## config.mk

```make
export PLATFORM = sky130hd
export DESIGN_NAME = nine_bit_frame_receiver_crc16_flat
export DESIGN_NICKNAME = d
export VERILOG_FILES = /design/src/design/nbfr_pkg.sv /design/src/design/nbfr_ifs.sv /design/src/design/nine_bit_frame_receiver_crc16.sv /design/src/design/nbfr_front.sv /design/src/design/nbfr_queue.sv /design/src/design/nbfr_back.sv /design/src/flat_wrapper.sv
export VERILOG_INCLUDE_DIRS = /design/src /design/src/design
export SDC_FILE = /design/constraint.sdc
export NUM_CORES = 1
export LEC_CHECK = 0
export BUFFER_PORTS_ARGS = -buffer_cell sky130_fd_sc_hd__buf_2
export CORE_MARGIN = 2
export CORE_UTILIZATION = 56
export CTS_CLUSTER_DIAMETER = 40
export CTS_CLUSTER_SIZE = 14
export DETAILED_ROUTE_END_ITERATION = 8
export HOLD_SLACK_MARGIN = 0.1
export PLACE_DENSITY = 0.83
export SLEW_MARGIN = 0
export SYNTH_ARGS = -nofsm -noshare
export SYNTH_HDL_FRONTEND = slang
export SYNTH_SLANG_ARGS = --single-unit
```

## constraint.sdc

```tcl
create_clock -name i_clk -period 4.68 [get_ports i_clk]
set_input_delay 1.404 -clock i_clk [delete_from_list [all_inputs] [get_ports i_clk]]
set_output_delay 1.404 -clock i_clk [all_outputs]
set_load 0.02 [all_outputs]
```

## src/design/nine_bit_frame_receiver_crc16_assert.svh

```systemverilog
// Assertion macros shared by the frame receiver modules.
`ifndef NINE_BIT_FRAME_RECEIVER_CRC16_ASSERT_SVH
`define NINE_BIT_FRAME_RECEIVER_CRC16_ASSERT_SVH

// Same-cycle implication, disabled while reset is asserted.
`define NBFR_ASSERT_IMPL(lbl, clk, rst_n, ante, cons, msg) \
    lbl: assert property (@(posedge clk) disable iff (!rst_n) (ante) |-> (cons)) \
        else $error(msg);

// Next-cycle implication, disabled while reset is asserted.
`define NBFR_ASSERT_NEXT(lbl, clk, rst_n, ante, cons, msg) \
    lbl: assert property (@(posedge clk) disable iff (!rst_n) (ante) |=> (cons)) \
        else $error(msg);

`endif

```

## src/design/nbfr_pkg.sv

```systemverilog
// Types, constants and the CRC byte update for the frame receiver.
package nbfr_pkg;

    localparam int CHAR_W = 9;
    localparam int WORD_W = 16;
    localparam int WIDX_W = 6;
    localparam int QDEPTH = 4;
    localparam int QAW    = 2;

    localparam logic [15:0] CRC_INIT = 16'hFFFF;
    localparam logic [15:0] CRC_POLY = 16'hA001;

    localparam logic STATUS_GOOD  = 1'b0;
    localparam logic STATUS_ERROR = 1'b1;

    // One classified frame byte handed from the front to the back.
    typedef struct packed {
        logic [7:0] data;
        logic       first;
        logic       last;
    } t_qent;

    typedef struct packed {
        logic full;
        logic empty;
    } t_qstat;

    typedef enum logic [2:0] {
        S_RUN   = 3'b001,
        S_FETCH = 3'b010,
        S_LOAD  = 3'b100
    } t_bstate;

    // Reflected CRC-16 update over one byte, LSB first.
    function automatic logic [15:0] crc16_byte(input logic [15:0] crc, input logic [7:0] b);
        logic [15:0] v;
        v = crc ^ {8'h00, b};
        for (int k = 0; k < 8; k++) begin
            if (v[0]) begin
                v = (v >> 1) ^ CRC_POLY;
            end else begin
                v = v >> 1;
            end
        end
        return v;
    endfunction

endpackage

```

## src/design/nbfr_ifs.sv

```systemverilog
// Valid/ready channel interfaces for the character input and the word output.
interface nbfr_in_if import nbfr_pkg::*; ();
    logic              valid;
    logic              ready;
    logic [CHAR_W-1:0] char_value;
    logic              line_error;

    modport source(output valid, char_value, line_error, input ready);
    modport sink(input valid, char_value, line_error, output ready);
endinterface

interface nbfr_out_if import nbfr_pkg::*; ();
    logic              valid;
    logic              ready;
    logic              status;
    logic [WORD_W-1:0] payload_word;
    logic [WIDX_W-1:0] word_index;
    logic              last;

    modport source(output valid, status, payload_word, word_index, last, input ready);
    modport sink(input valid, status, payload_word, word_index, last, output ready);
endinterface

```

## src/design/nine_bit_frame_receiver_crc16.sv

```systemverilog
// Characters enter the 4-entry byte queue at the accepting edge; the back end takes a byte a cycle
// while its output slot is free and no good frame's words are being sent. An error result is
// registered as the last frame byte is taken; each good word needs a store read, then a load.
// Input takes one character a cycle until the queue fills during a word burst or output stall.
// Reset is synchronous, active low: no frame open, CRC at 0xFFFF, queue and output empty.
// The payload store is not cleared; every entry is written before its frame can be read.
module nine_bit_frame_receiver_crc16 import nbfr_pkg::*; #(
    parameter int PAYLOAD_WORDS = 10
) (
    input  logic        i_clk,
    input  logic        i_rst_n,
    nbfr_in_if.sink     i_in,
    nbfr_out_if.source  o_out
);

    t_qent  q_entry;
    t_qent  q_head;
    t_qstat q_stat;
    logic   q_push;
    logic   q_pop;

    nbfr_front #(
        .PAYLOAD_WORDS(PAYLOAD_WORDS)
    ) u_front (
        .i_clk   (i_clk),
        .i_rst_n (i_rst_n),
        .i_in    (i_in),
        .i_qstat (q_stat),
        .o_push  (q_push),
        .o_entry (q_entry)
    );

    nbfr_queue u_queue (
        .i_clk   (i_clk),
        .i_rst_n (i_rst_n),
        .i_push  (q_push),
        .i_entry (q_entry),
        .i_pop   (q_pop),
        .o_head  (q_head),
        .o_qstat (q_stat)
    );

    nbfr_back #(
        .PAYLOAD_WORDS(PAYLOAD_WORDS)
    ) u_back (
        .i_clk   (i_clk),
        .i_rst_n (i_rst_n),
        .i_head  (q_head),
        .i_qstat (q_stat),
        .o_pop   (q_pop),
        .o_out   (o_out)
    );

endmodule

```

## src/design/nbfr_front.sv

```systemverilog
// Front end: drops bad characters, tracks frame position and queues frame bytes.
module nbfr_front import nbfr_pkg::*; #(
    parameter int PAYLOAD_WORDS = 10
) (
    input  logic        i_clk,
    input  logic        i_rst_n,
    nbfr_in_if.sink     i_in,
    input  t_qstat      i_qstat,
    output logic        o_push,
    output t_qent       o_entry
);

    localparam int FRAME_BYTES = 2 * PAYLOAD_WORDS + 2;
    localparam int PCW         = $clog2(FRAME_BYTES);
    localparam logic [PCW-1:0] LAST_POS = PCW'(FRAME_BYTES - 1);

    logic [PCW-1:0] r_cnt;
    logic [PCW-1:0] n_cnt;
    logic           accept;

    assign i_in.ready = !i_qstat.full;
    assign accept     = i_in.valid && i_in.ready;

    always_comb begin
        n_cnt         = r_cnt;
        o_push        = 1'b0;
        o_entry.data  = i_in.char_value[7:0];
        o_entry.first = 1'b0;
        o_entry.last  = 1'b0;
        if (accept && !i_in.line_error) begin
            priority if (i_in.char_value[8]) begin
                // A start byte always opens a fresh frame, abandoning any open one.
                o_push        = 1'b1;
                o_entry.first = 1'b1;
                n_cnt         = PCW'(1);
            end else if (r_cnt != '0) begin
                o_push       = 1'b1;
                o_entry.last = (r_cnt == LAST_POS);
                n_cnt        = (r_cnt == LAST_POS) ? '0 : r_cnt + PCW'(1);
            end else begin
                // An unmarked byte with no frame open is ignored.
                o_push = 1'b0;
            end
        end
    end

    always_ff @(posedge i_clk) begin
        if (!i_rst_n) begin
            r_cnt <= '0;
        end else begin
            r_cnt <= n_cnt;
        end
    end

endmodule

```

## src/design/nbfr_queue.sv

```systemverilog
// Short byte queue between the front end and the back end.
`include "nine_bit_frame_receiver_crc16_assert.svh"
module nbfr_queue import nbfr_pkg::*; (
    input  logic   i_clk,
    input  logic   i_rst_n,
    input  logic   i_push,
    input  t_qent  i_entry,
    input  logic   i_pop,
    output t_qent  o_head,
    output t_qstat o_qstat
);

    t_qent          r_slot [QDEPTH];
    logic [QAW-1:0] r_wptr;
    logic [QAW-1:0] r_rptr;
    logic [QAW:0]   r_count;
    logic [QAW:0]   n_count;

    assign o_head        = r_slot[r_rptr];
    assign o_qstat.full  = (r_count == (QAW + 1)'(QDEPTH));
    assign o_qstat.empty = (r_count == '0);

    always_comb begin
        n_count = r_count;
        if (i_push && !i_pop) begin
            n_count = r_count + (QAW + 1)'(1);
        end else if (!i_push && i_pop) begin
            n_count = r_count - (QAW + 1)'(1);
        end
    end

    always_ff @(posedge i_clk) begin
        if (!i_rst_n) begin
            r_wptr  <= '0;
            r_rptr  <= '0;
            r_count <= '0;
        end else begin
            if (i_push) begin
                r_wptr <= r_wptr + QAW'(1);
            end
            if (i_pop) begin
                r_rptr <= r_rptr + QAW'(1);
            end
            r_count <= n_count;
        end
    end

    always_ff @(posedge i_clk) begin
        if (i_push) begin
            r_slot[r_wptr] <= i_entry;
        end
    end

    `NBFR_ASSERT_IMPL(a_no_overflow, i_clk, i_rst_n,
        i_push, !o_qstat.full || i_pop, "queue overflow")
    `NBFR_ASSERT_IMPL(a_no_underflow, i_clk, i_rst_n,
        i_pop, !o_qstat.empty, "queue underflow")
    `NBFR_ASSERT_IMPL(a_count_range, i_clk, i_rst_n,
        1'b1, r_count <= (QAW + 1)'(QDEPTH), "queue count out of range")

endmodule

```

## src/design/nbfr_back.sv

```systemverilog
// Back end: CRC update, payload store and result word sequencing.
`include "nine_bit_frame_receiver_crc16_assert.svh"
module nbfr_back import nbfr_pkg::*; #(
    parameter int PAYLOAD_WORDS = 10
) (
    input  logic        i_clk,
    input  logic        i_rst_n,
    input  t_qent       i_head,
    input  t_qstat      i_qstat,
    output logic        o_pop,
    nbfr_out_if.source  o_out
);

    localparam int PAYLOAD_BYTES = 2 * PAYLOAD_WORDS;
    localparam int FRAME_BYTES   = PAYLOAD_BYTES + 2;
    localparam int PCW           = $clog2(FRAME_BYTES);
    localparam int WA            = (PAYLOAD_WORDS > 1) ? $clog2(PAYLOAD_WORDS) : 1;
    localparam logic [PCW-1:0]    PB       = PCW'(PAYLOAD_BYTES);
    localparam logic [WIDX_W-1:0] LAST_IDX = WIDX_W'(PAYLOAD_WORDS - 1);

    t_bstate           r_state, n_state;
    logic [PCW-1:0]    r_pos, n_pos;
    logic [15:0]       r_crc, n_crc;
    logic [7:0]        r_low, n_low;
    logic [WIDX_W-1:0] r_idx, n_idx;
    logic              r_ov, n_ov;
    logic              r_status, n_status;
    logic [WORD_W-1:0] r_word, n_word;
    logic [WIDX_W-1:0] r_widx, n_widx;
    logic              r_last, n_last;
    logic [WORD_W-1:0] r_mem [PAYLOAD_WORDS];
    logic [WORD_W-1:0] r_rdata;

    logic              slot_free;
    logic [PCW-1:0]    pos;
    logic [15:0]       crc_new;
    logic              mem_we;
    logic [WA-1:0]     mem_wa;
    logic [WORD_W-1:0] mem_wd;
    logic              rd_en;

    assign slot_free = !r_ov || o_out.ready;
    assign pos       = i_head.first ? '0 : r_pos;
    assign crc_new   = crc16_byte(i_head.first ? CRC_INIT : r_crc, i_head.data);
    assign mem_wa    = pos[WA:1];
    assign mem_wd    = {i_head.data, r_low};

    always_comb begin
        n_state  = r_state;
        n_pos    = r_pos;
        n_crc    = r_crc;
        n_low    = r_low;
        n_idx    = r_idx;
        n_ov     = r_ov;
        n_status = r_status;
        n_word   = r_word;
        n_widx   = r_widx;
        n_last   = r_last;
        o_pop    = 1'b0;
        mem_we   = 1'b0;
        rd_en    = 1'b0;
        if (r_ov && o_out.ready) begin
            n_ov = 1'b0;
        end
        unique case (r_state)
            S_RUN: begin
                // Bytes are taken only with the output slot free, so an error
                // result can be posted in the same cycle.
                if (!i_qstat.empty && slot_free) begin
                    o_pop = 1'b1;
                    n_pos = pos + PCW'(1);
                    n_crc = crc_new;
                    if (pos < PB) begin
                        if (!pos[0]) begin
                            n_low = i_head.data;
                        end else begin
                            mem_we = 1'b1;
                        end
                    end
                    if (i_head.last) begin
                        if (crc_new != 16'h0000) begin
                            n_ov     = 1'b1;
                            n_status = STATUS_ERROR;
                            n_word   = '0;
                            n_widx   = '0;
                            n_last   = 1'b1;
                        end else begin
                            n_idx   = '0;
                            n_state = S_FETCH;
                        end
                    end
                end
            end
            S_FETCH: begin
                rd_en   = 1'b1;
                n_state = S_LOAD;
            end
            S_LOAD: begin
                if (slot_free) begin
                    n_ov     = 1'b1;
                    n_status = STATUS_GOOD;
                    n_word   = r_rdata;
                    n_widx   = r_idx;
                    n_last   = (r_idx == LAST_IDX);
                    if (r_idx == LAST_IDX) begin
                        n_state = S_RUN;
                    end else begin
                        n_idx   = r_idx + WIDX_W'(1);
                        n_state = S_FETCH;
                    end
                end
            end
            default: n_state = S_RUN;
        endcase
    end

    always_ff @(posedge i_clk) begin
        if (!i_rst_n) begin
            r_state <= S_RUN;
            r_pos   <= '0;
            r_crc   <= CRC_INIT;
            r_idx   <= '0;
            r_ov    <= 1'b0;
        end else begin
            r_state <= n_state;
            r_pos   <= n_pos;
            r_crc   <= n_crc;
            r_idx   <= n_idx;
            r_ov    <= n_ov;
        end
    end

    always_ff @(posedge i_clk) begin
        r_low    <= n_low;
        r_status <= n_status;
        r_word   <= n_word;
        r_widx   <= n_widx;
        r_last   <= n_last;
    end

    always_ff @(posedge i_clk) begin
        if (mem_we) begin
            r_mem[mem_wa] <= mem_wd;
        end
        if (rd_en) begin
            r_rdata <= r_mem[r_idx[WA-1:0]];
        end
    end

    assign o_out.valid        = r_ov;
    assign o_out.status       = r_status;
    assign o_out.payload_word = r_word;
    assign o_out.word_index   = r_widx;
    assign o_out.last         = r_last;

    `NBFR_ASSERT_IMPL(a_last_word_index, i_clk, i_rst_n,
        r_ov && r_last && (r_status == STATUS_GOOD), r_widx == LAST_IDX,
        "last good word has wrong index")
    `NBFR_ASSERT_IMPL(a_error_shape, i_clk, i_rst_n,
        r_ov && (r_status == STATUS_ERROR), (r_word == '0) && (r_widx == '0) && r_last,
        "error result is malformed")
    `NBFR_ASSERT_NEXT(a_fetch_then_load, i_clk, i_rst_n,
        r_state == S_FETCH, r_state == S_LOAD, "word read not followed by load")

endmodule

```

## src/flat_wrapper.sv

```systemverilog
// flat-port wrapper written by rule: the top's interface ports become plain ports
module nine_bit_frame_receiver_crc16_flat import nbfr_pkg::*;
#(
    parameter int PAYLOAD_WORDS = 10
)
  (i_clk, i_rst_n, i_in_valid, i_in_char_value, i_in_line_error, i_in_ready, o_out_valid, o_out_status, o_out_payload_word, o_out_word_index, o_out_last, o_out_ready);
  nbfr_in_if i_in_i ();
  nbfr_out_if o_out_i ();
  input  logic i_clk;
  input  logic i_rst_n;
  input wire logic [$bits(i_in_i.valid)-1:0] i_in_valid;
  input wire logic [$bits(i_in_i.char_value)-1:0] i_in_char_value;
  input wire logic [$bits(i_in_i.line_error)-1:0] i_in_line_error;
  output wire logic [$bits(i_in_i.ready)-1:0] i_in_ready;
  output wire logic [$bits(o_out_i.valid)-1:0] o_out_valid;
  output wire logic [$bits(o_out_i.status)-1:0] o_out_status;
  output wire logic [$bits(o_out_i.payload_word)-1:0] o_out_payload_word;
  output wire logic [$bits(o_out_i.word_index)-1:0] o_out_word_index;
  output wire logic [$bits(o_out_i.last)-1:0] o_out_last;
  input wire logic [$bits(o_out_i.ready)-1:0] o_out_ready;
  assign i_in_i.valid = i_in_valid;
  assign i_in_i.char_value = i_in_char_value;
  assign i_in_i.line_error = i_in_line_error;
  assign i_in_ready = i_in_i.ready;
  assign o_out_valid = o_out_i.valid;
  assign o_out_status = o_out_i.status;
  assign o_out_payload_word = o_out_i.payload_word;
  assign o_out_word_index = o_out_i.word_index;
  assign o_out_last = o_out_i.last;
  assign o_out_i.ready = o_out_ready;
  nine_bit_frame_receiver_crc16 #(.PAYLOAD_WORDS(PAYLOAD_WORDS)) u_core (.i_clk(i_clk), .i_rst_n(i_rst_n), .i_in(i_in_i), .o_out(o_out_i));
endmodule
```

# Word level (Yosys, flattened, before mapping)
# Memory sizes are Yosys's and may differ from the RTL's. A register that Yosys moved wholly into a read port is not among the register bits.
# Cells that the tools add are included.
# totals
regBits	75
latch_bits	0
ram_bits	200
romBits	0
input_bits	14
out_inout_bits	26
wordCells	141
n_memories	2
# op_classes
addsub	7
multipliers	0
div	0
order_cmp	1
eq_ne	12
shifts	0
n_mux	70
bitwise	10
n_reduce_logical	25
# memory_table
memory	depth	word_bits	rd	rd_clocked_by_memory_dff	wr	line	source
u_core.u_back.r_mem	10	16	1	1	1	nbfr_back.sv:31	logic [WORD_W-1:0] r_mem [PAYLOAD_WORDS];
u_core.u_queue.r_slot	4	10	1	1	1	nbfr_queue.sv:13	t_qent r_slot [QDEPTH];
# ops
cell	count
$mux 16	13
$mux 6	9
$pmux 16 s2	1
$mux 1	27
$not 2->3	8
$pmux 6 s2	2
$mux 5	4
$mux 3	6
$reduce_bool 16->1	1
$xor 16x8->16	1
$add 5x1->5 const B	2
$ne 2x2->1 const B	5
$pmux 3 s3	1
$mux 2	4
$reduce_and 4->1	2
$add 6x1->6 const B	1
$eq 3x3->1 const B	2
$eq 6x4->1 const B	1
$logic_and 1x1->1	6
$logic_not 1->1	6
$pmux 1 s2	3
$reduce_and 6->1	1
$reduce_bool 2->1	3
$eq 5x5->1 const B	1
other kinds (13)	15

# Longest topological paths before layout
# Gate-level depths: netlist of run 1.
# logic_depth
depth_word	23
mapped_depth	18
mapped_depth_nobuf	14

# Modules after synthesis
# Synthesis of run 1 repeated with hierarchy kept, for this count alone.
# unflattened
hier_cells	723
hier_area_um2	11776.3
# modules_own_cells
module	n_inst	cells_each	area_each_um2	seq_area_each_um2
nbfr_back	1	575	9440.3	6866.6
nbfr_queue	1	95	1888.1	1381.3
nbfr_front	1	53	447.9	100.1

# Least setup slack after synthesis of run 1
# No wires, ideal clock.
# synth_timing
path_kind	reg-to-reg
startpoint	register (tool-made name)
endpoint	register u_core.u_back.r_last, in the netlist u_core.u_back.o_out.last (enable)
setup_ps	405
arrival_time_ps	4412
required_ps	4275
slack_ps	-136
path_stages_with_launch	16
path_buffers	4
period_less_slack_ps	4816
cell_sequence	dfxtp_1 buf_6 mux4_2 xor2_2 xnor2_4 xor2_1 xnor2_1 xnor2_1 ha_1 clkbuf_1 xnor3_1 nand4bb_1 buf_6 buf_6 a21oi_1 nor2_1
# synth_lines
item	line	source
end signal: assignment	nbfr_back.sv:138	r_last <= n_last;
end: declaration	nbfr_back.sv:30	logic r_last, n_last;

==> impl_metrics.sql, run 1 <==
INSERT INTO impl_metrics (metric_group, metric, value, unit) VALUES
('worst_setup_path', 'crit_chain', 'buf_12 > mux4_2 > xor2_2 > xnor2_4 > xor2_1 > xnor2_1 > xnor2_1 > ha_1 > or4b_2 > nor3_1 > nand4_1 > nand4bb_1 > a21oi_1 > nor2_4', ''),
('pwr', 'leakage', '4.640', 'nW'),
('layout', 'multi_input_area', '3328', 'µm²'),
('pwr', 'worst_ir_drop_vdd', '500.3', 'µV'),
('detailed_routing', 'drc_errors', '0', ''),
('logic_synthesis', 'yosysUniqueCellTypes', '57', ''),
('clocking', 'clk_transition_reported_paths', '0.06', 'ns'),
('logic_synthesis', 'yosys_most_used_dff', 'edfxtp_1', ''),
('status', 'run_status', 'finished clean', ''),
('detailed_routing', 'wire_per_inst', '20.82', 'µm'),
('logic_synthesis', 'syn_area_per_cell', '15.60', 'µm²'),
('timing', 'worst-slew-pin-transition', '1.083', 'ns'),
('global_route', 'initial_antenna_violation_count', '0', ''),
('logic_synthesis', 'synth-edff-count', '248', ''),
('clocking', 'clock_tree.buffer_depth', '3', ''),
('timing', 'setup_viol', '0', ''),
('logic_synthesis', 'netlist_instances', '763', ''),
('global_route', 'maximum_number_of_pins_on_one_net_before_global_route_repair', '43', ''),
('detailed_routing', 'routed_via_density', '5.962', ''),
('logic_synthesis', 'synth_warnings', '0', ''),
('worst_setup_path', 'critPathTopFamily', 'simple AND/OR/NAND/NOR gates', ''),
('worst_setup_path', 'setup.worst_path.start_class', 'register', ''),
('global_route', 'track_usage', '21.77', '%'),
('clocking', 'clkLatencyLatePin', '0.52', 'ns'),
('timing', 'timing.clock.skew', '0.01958', 'ns'),
('worst_setup_path', 'worstPathArrival', '4.51', 'ns'),
('layout', 'regArea', '8352', 'µm²'),
('global_route', 'grt_pass1_wl', '36.63', 'mm'),
('placed_design', 'gp_congestion', '0.8617', ''),
('pwr', 'total_power_consumption_of_the_routed_design', '0.008170', 'W'),
('timing', 'fin_setup_tns', '0', 'ns'),
('layout', 'num_antenna_cells', '0', ''),
('floorplan', 'initial_standard_cell_utilization_of_the_core', '56.81', '%'),
('logic_synthesis', 'postSynthRegisterBits', '293', ''),
('timing', 'max_freq', '0.2328', 'GHz'),
('worst_setup_path', 'crit_buf_inv', '1', ''),
('clocking', 'cts-root-buf', 'clkbuf_16', ''),
('worst_setup_path', 'crit_path_max_fanout', '24', ''),
('pwr', 'power_per_standard_cell_area', '593.5', 'nW/µm²'),
('layout', 'drive_above_1_share', '21.25', '%'),
('floorplan', 'die_area', '22440', 'µm²'),
('worst_hold_path', 'timing.hold.worst.class', 'register to register', ''),
('timing', 'post-route-period-util', '91.80', '%'),
('clocking', 'htree_num_levels', '2', ''),
('floorplan', 'pin_count', '40', ''),
('layout', 'mostFrequentLayoutCells', 'edfxtp_1 (248), nand2_1 (66), nor2_1 (51)', ''),
('clocking', 'cts.hold.buffers_added', '0', ''),
('floorplan', 'core_area', '20960', 'µm²'),
('layout', 'nets', '863', ''),
('worst_setup_path', 'cpMaxStageDelayCell', 'or4b_2', ''),
('layout', 'fill_cells', '1403', ''),
('timing', 'timing_max_transition_violations_final', '0', ''),
('global_route', 'first_global_vias', '6613', ''),
('placed_design', 'port_buffers', '39', ''),
('detailed_routing', 'routed-via-count', '6773', ''),
('worst_setup_path', 'cp.required', '4.90', 'ns'),
('worst_setup_path', 'worstSetupEndpointType', 'register', ''),
('floorplan', 'die_outline_height', '149.8', 'µm'),
('floorplan', 'die-width', '149.8', 'µm'),
('detailed_routing', 'ant_nets', '0', ''),
('logic_synthesis', 'async_reset_ff_share', '0', '%'),
('placed_design', 'dp_hpwl', '14.39', 'mm'),
('timing', 'timing.max_slew.rel_slack', '27.38', '%'),
('worst_setup_path', 'cell_with_the_most_instances_on_the_worst_path', 'xnor2_1', ''),
('layout', 'syn_to_final_growth', '15.64', '%'),
('clocking', 'cts_tree', 'built', ''),
('global_route', 'globalRouteOverflowTotal', '0', ''),
('worst_setup_path', 'criticalPathCategory', 'register to register', ''),
('run', 'max-cap-violations', '0', ''),
('clocking', 'cts_made_buffers', '35', ''),
('worst_setup_path', 'critPathMaxStageDelay', '0.58', 'ns');
worst paths after layout:
check                                from                        to  slack [ns]  cells past startpoint
hold / removal    u_core.u_back.r_crc[15]   u_core.u_back.r_crc[15]        0.48                      2
setup / recovery                 register  u_core.u_back.o_out.last        0.38                     14
setup reg to reg                 register  u_core.u_back.o_out.last        0.38                     14
hold reg to reg   u_core.u_back.r_crc[15]   u_core.u_back.r_crc[15]        0.48                      2
metrics by stage:
step	setup WS (ns)	hold WS [ns]	utilization [%]	instance area, µm²	cells
after global placement	0.3172	0.4540	60.01	12580	1074
final	0.3837	0.4784	65.70	13770	1136
after floorplan	0.2511	0.4423	-	11910	763
after detailed placement	0.1738	0.4638	60.01	12580	1074
after global routing	0.1594	0.5110	65.70	13770	1136
after CTS	0.1097	0.4839	65.67	13760	1136
worst min-delay path, delay by kind of cell, from the launching register on:
family / cells / cell delay (ns)
flip-flops: 1 / 0.31
AND/OR/NAND/NOR: 2 / 0.11
cells in the mapped netlist (14+ instances only):
cell,n,area (µm²)
xnor2_1,19,166.4
o211ai_1,20,150.1
mux4_2,40,900.9
and2_1,25,156.4
dfxtp_1,45,900.9
clkbuf_1,31,116.4
a31oi_1,17,106.4
nand2_1,66,247.7
nor2b_1,21,131.4
a211oi_1,19,142.6
a21oi_1,18,90.09
xor2_1,14,122.6
edfxtp_1,248,7447
nor2_1,52,195.2
layer usage:
| layer | up-vias | GRT usage (%) | routed length [µm] |
|---|---|---|---|
| met5 | - | 0 | 0 |
| met3 | 62 | 3.902 | 1487 |
| met2 | 282 | 37.03 | 12130 |
| li1 | 3047 | - | - |
| met4 | 0 | 8.208 | 709 |
| met1 | 3382 | 28.20 | 9326 |
power by group:
| group | leakage, nW | internal, W | switching [W] | total (W) |
|---|---|---|---|---|
| clock network | 0.570 | 0.00162 | 0.00108 | 0.00270 |
| logic | 1.45 | 0.000830 | 0.00114 | 0.00197 |
| registers | 2.62 | 0.00330 | 0.000205 | 0.00350 |
cell type report:
class | instances | share of cell area [%]
Clock buffer | 38 | 6.671
Timing Repair Buffer | 78 | 3.635
Tap cell | 275 | 2.499
Inverter | 15 | 0.4090
Multi-Input combinational cell | 413 | 24.18
Sequential cell | 293 | 60.67
Clock inverter | 24 | 1.945
cells by family (layout without fill, tap and decap cells):
kind of cell | after synthesis | in the layout | synth area share (%)
buffers and inverters | 57 | 155 | 2.070
DFF | 293 | 293 | 70.12
AOI/OAI and AO/OA | 101 | 101 | 5.623
xor gates and xnor gates | 37 | 37 | 3.184
and+or+nand+nor | 212 | 212 | 8.891
adders and majority gates | 13 | 13 | 1.429
muxes | 50 | 50 | 8.681
state kept, by name, summed over array words and instances, names as in the netlist, named ones only:
name                              count
u_core.u_back.r_mem                 160
u_core.u_queue.r_slot                40
u_core.u_back.o_out.payload_word     16
u_core.u_back.r_crc                  16
u_core.u_back.r_rdata                16
u_core.u_back.r_low                   8
u_core.u_back.o_out.word_index        6
u_core.u_back.r_idx                   6
u_core.u_back.r_pos                   5
u_core.u_front.r_cnt                  5
u_core.u_back.r_state                 3
u_core.u_queue.r_count                3
u_core.u_queue.r_rptr                 2
u_core.u_queue.r_wptr                 2
u_core.u_back.o_out.last              1
u_core.u_back.o_out.status            1
u_core.u_back.o_out.valid             1
No activity file was read; power rests on OpenSTA's default activity.
==> inputs of run 2 (changes only) <==
CTS_BUF_LIST = sky130_fd_sc_hd__clkbuf_16   (was unset)
MAX_ROUTING_LAYER = met4   (was unset)
==> impl_metrics.sql, run 2 (synthesis gave the netlist of run 1 again) <==
INSERT INTO impl_metrics (metric_group, metric, value, unit) VALUES
('layout', 'drive_above_1_share', '21.14', '%'),
('layout', 'fill_cells', '1409', ''),
('layout', 'num_antenna_cells', '0', ''),
('global_route', 'globalRouteOverflowTotal', '0', ''),
('layout', 'nets', '863', ''),
('detailed_routing', 'drc_errors', '0', ''),
('timing', 'rsz0062_at_grt', 'false', ''),
('floorplan', 'die_area', '22440', 'µm²'),
('detailed_routing', 'wl', '23.60', 'mm'),
('timing', 'timing_max_transition_violations_final', '0', ''),
('floorplan', 'rows', '53', ''),
('timing', 'worst-slew-pin-transition', '1.083', 'ns'),
('timing', 'max_freq', '0.2323', 'GHz'),
('worst_hold_path', 'hp-start', 'u_core.u_back.r_crc[15]', ''),
('pwr', 'netSwitchingPower', '0.002419', 'W'),
('floorplan', 'initial_standard_cell_utilization_of_the_core', '56.81', '%'),
('placed_design', 'dp.cells', '1074', ''),
('timing', 'timing.max_slew.rel_slack', '27.36', '%'),
('clocking', 'post_cts_resize_count', '0', ''),
('clocking', 'clk_transition_reported_paths', '0.06', 'ns'),
('pwr', 'leakage', '4.638', 'nW'),
('layout', 'largest_register_ffs', '160', ''),
('clocking', 'cts-root-buf', 'clkbuf_16', ''),
('layout', 'final_cell_count_no_fill', '1136', ''),
('worst_setup_path', 'internal_reg_to_reg_setup_slack', '0.38', 'ns'),
('worst_setup_path', 'cp.required', '4.90', 'ns'),
('pwr', 'worst_ir_drop_vdd', '492.5', 'µV'),
('worst_setup_path', 'criticalPathCategory', 'register to register', ''),
('timing', 'fin_setup_tns', '0', 'ns'),
('global_route', 'initial_antenna_violation_count', '0', ''),
('timing', 'setup_viol', '0', ''),
('clocking', 'cts_num_sinks', '293', ''),
('pwr', 'power.sequential.fraction', '43.0', '%'),
('clocking', 'cts_made_buffers', '35', ''),
('run', 'max-cap-violations', '0', ''),
('pwr', 'power_per_standard_cell_area', '592.3', 'nW/µm²'),
('worst_hold_path', 'timing.hold.worst.class', 'register to register', ''),
('detailed_routing', 'drtIter0Drc', '517', ''),
('clocking', 'clkLatencyLatePin', '0.52', 'ns'),
('pwr', 'power.clock.fraction', '32.9', '%'),
('detailed_routing', 'ant_nets', '0', ''),
('layout', 'most_frequent_standard_cell_in_the_layout_excluding_fill_and_tap_cells', 'edfxtp_1', ''),
('clocking', 'postCtsSetupRepairBufs', '0', ''),
('worst_setup_path', 'worstSetupEndpointType', 'register', ''),
('timing', 'layout_min_cycle_time', '4.305', 'ns'),
('timing', 'timing.final.hold_violations', '0', ''),
('global_route', 'first_global_vias', '6616', ''),
('layout', 'final_core_utilization', '65.65', '%'),
('pwr', 'total_power_consumption_of_the_routed_design', '0.008148', 'W'),
('floorplan', 'die_outline_height', '149.8', 'µm'),
('clocking', 'clock_tree.buffer_depth', '3', ''),
('detailed_routing', 'drt_pass_1_iters', '5', ''),
('timing', 'post-route-period-util', '91.98', '%'),
('worst_setup_path', 'worstPathArrival', '4.52', 'ns'),
('worst_setup_path', 'setup.worst_path.start_class', 'register', ''),
('pwr', 'switching_share_of_power', '29.69', '%'),
('placed_design', 'gp_congestion', '0.8756', ''),
('floorplan', 'die-width', '149.8', 'µm'),
('clocking', 'cts.hold.buffers_added', '0', ''),
('timing', 'timing.clock.skew', '0.01883', 'ns'),
('floorplan', 'pin_count', '40', ''),
('global_route', 'track_usage', '22.45', '%'),
('status', 'run_status', 'finished clean', ''),
('floorplan', 'core_area', '20960', 'µm²'),
('pwr', 'p_comb_share', '24.1', '%'),
('pwr', 'internal_power', '0.005729', 'W'),
('clocking', 'cts_tree', 'built', ''),
('detailed_routing', 'routed_via_density', '5.894', ''),
('global_route', 'maximum_number_of_pins_on_one_net_before_global_route_repair', '43', ''),
('detailed_routing', 'wire_per_inst', '20.77', 'µm'),
('layout', 'biggest_registers_after_layout', 'u_core.u_back.r_mem x160, u_core.u_queue.r_slot x40', ''),
('layout', 'max_flop_register', 'u_core.u_back.r_mem', ''),
('placed_design', 'dp_hpwl', '14.39', 'mm'),
('detailed_routing', 'routed-via-count', '6696', ''),
('layout', 'finish.instance_area', '13760', 'µm²'),
('worst_setup_path', 'crit_path_max_fanout', '24', ''),
('global_route', 'grt_pass1_wl', '36.63', 'mm'),
('layout', 'syn_to_final_growth', '15.55', '%'),
('placed_design', 'post_dp_cell_area', '12580', 'µm²'),
('placed_design', 'port_buffers', '39', ''),
('layout', 'mostFrequentLayoutCells', 'edfxtp_1 (248), nand2_1 (66), nor2_1 (51)', ''),
('clocking', 'htree_num_levels', '2', '');
-- run 2: layout make-up --
type,count,area [µm²],area share (%)
clock buffers,36,900.9,6.548
clock inverters,26,275.3,2.001
flip-flops and latches,293,8352,60.71
repair buffers,78,500.5,3.638
inverters,15,56.30,0.4093
multi-input cells,413,3328,24.19
well taps,275,344.1,2.501
-- run 2: worst paths after layout --
check | endpoint | depth (start not counted)
worst max-delay path | u_core.u_back.o_out.last | 14
worst min-delay path | u_core.u_back.r_crc[15] | 2
worst max register to register | u_core.u_back.o_out.last | 14
worst min register to register | u_core.u_back.r_crc[15] | 2
-- run 2: layer usage --
layer  global-route usage (%)  routed length (µm)  up-vias
li1                         -                   -     3046
met1                    28.09                9261     3326
met2                    37.01               12100      266
met3                    4.146                1543       58
met4                    8.208                 690        0
met5                        -                   0        -
-- run 2: critical path: stages (launching register included) --
cell	delay, ns
dfxtp_1	0.36
buf_12	0.16
mux4_2	0.55
xor2_2	0.30
xnor2_4	0.13
xor2_1	0.18
xnor2_1	0.27
xnor2_1	0.18
ha_1	0.20
or4b_2	0.58
nor3_1	0.19
nand4_1	0.11
nand4bb_1	0.26
a21oi_1	0.32
nor2_4	0.20
-- run 2: power by group through the flow --
| stage | clock (W) | combinational (W) | sequential [W] |
|---|---|---|---|
| final | 0.00268 | 0.00197 | 0.00350 |
| after global routing | 0.00282 | 0.00214 | 0.00353 |
| after CTS | 0.00272 | 0.00197 | 0.00350 |
| after detailed placement | 0 | 0.00194 | 0.00355 |
| after global placement | 0 | 0.00188 | 0.00353 |
| after floorplan | 0 | 0.00138 | 0.00356 |
-- run 2: stage by stage --
stage	worst slack (ns)	hold WS, ns
after floorplan	0.2511	0.4423
after global placement	0.3172	0.4540
after detailed placement	0.1738	0.4638
after CTS	0.1103	0.4839
after global routing	0.1565	0.5110
final	0.3755	0.4866
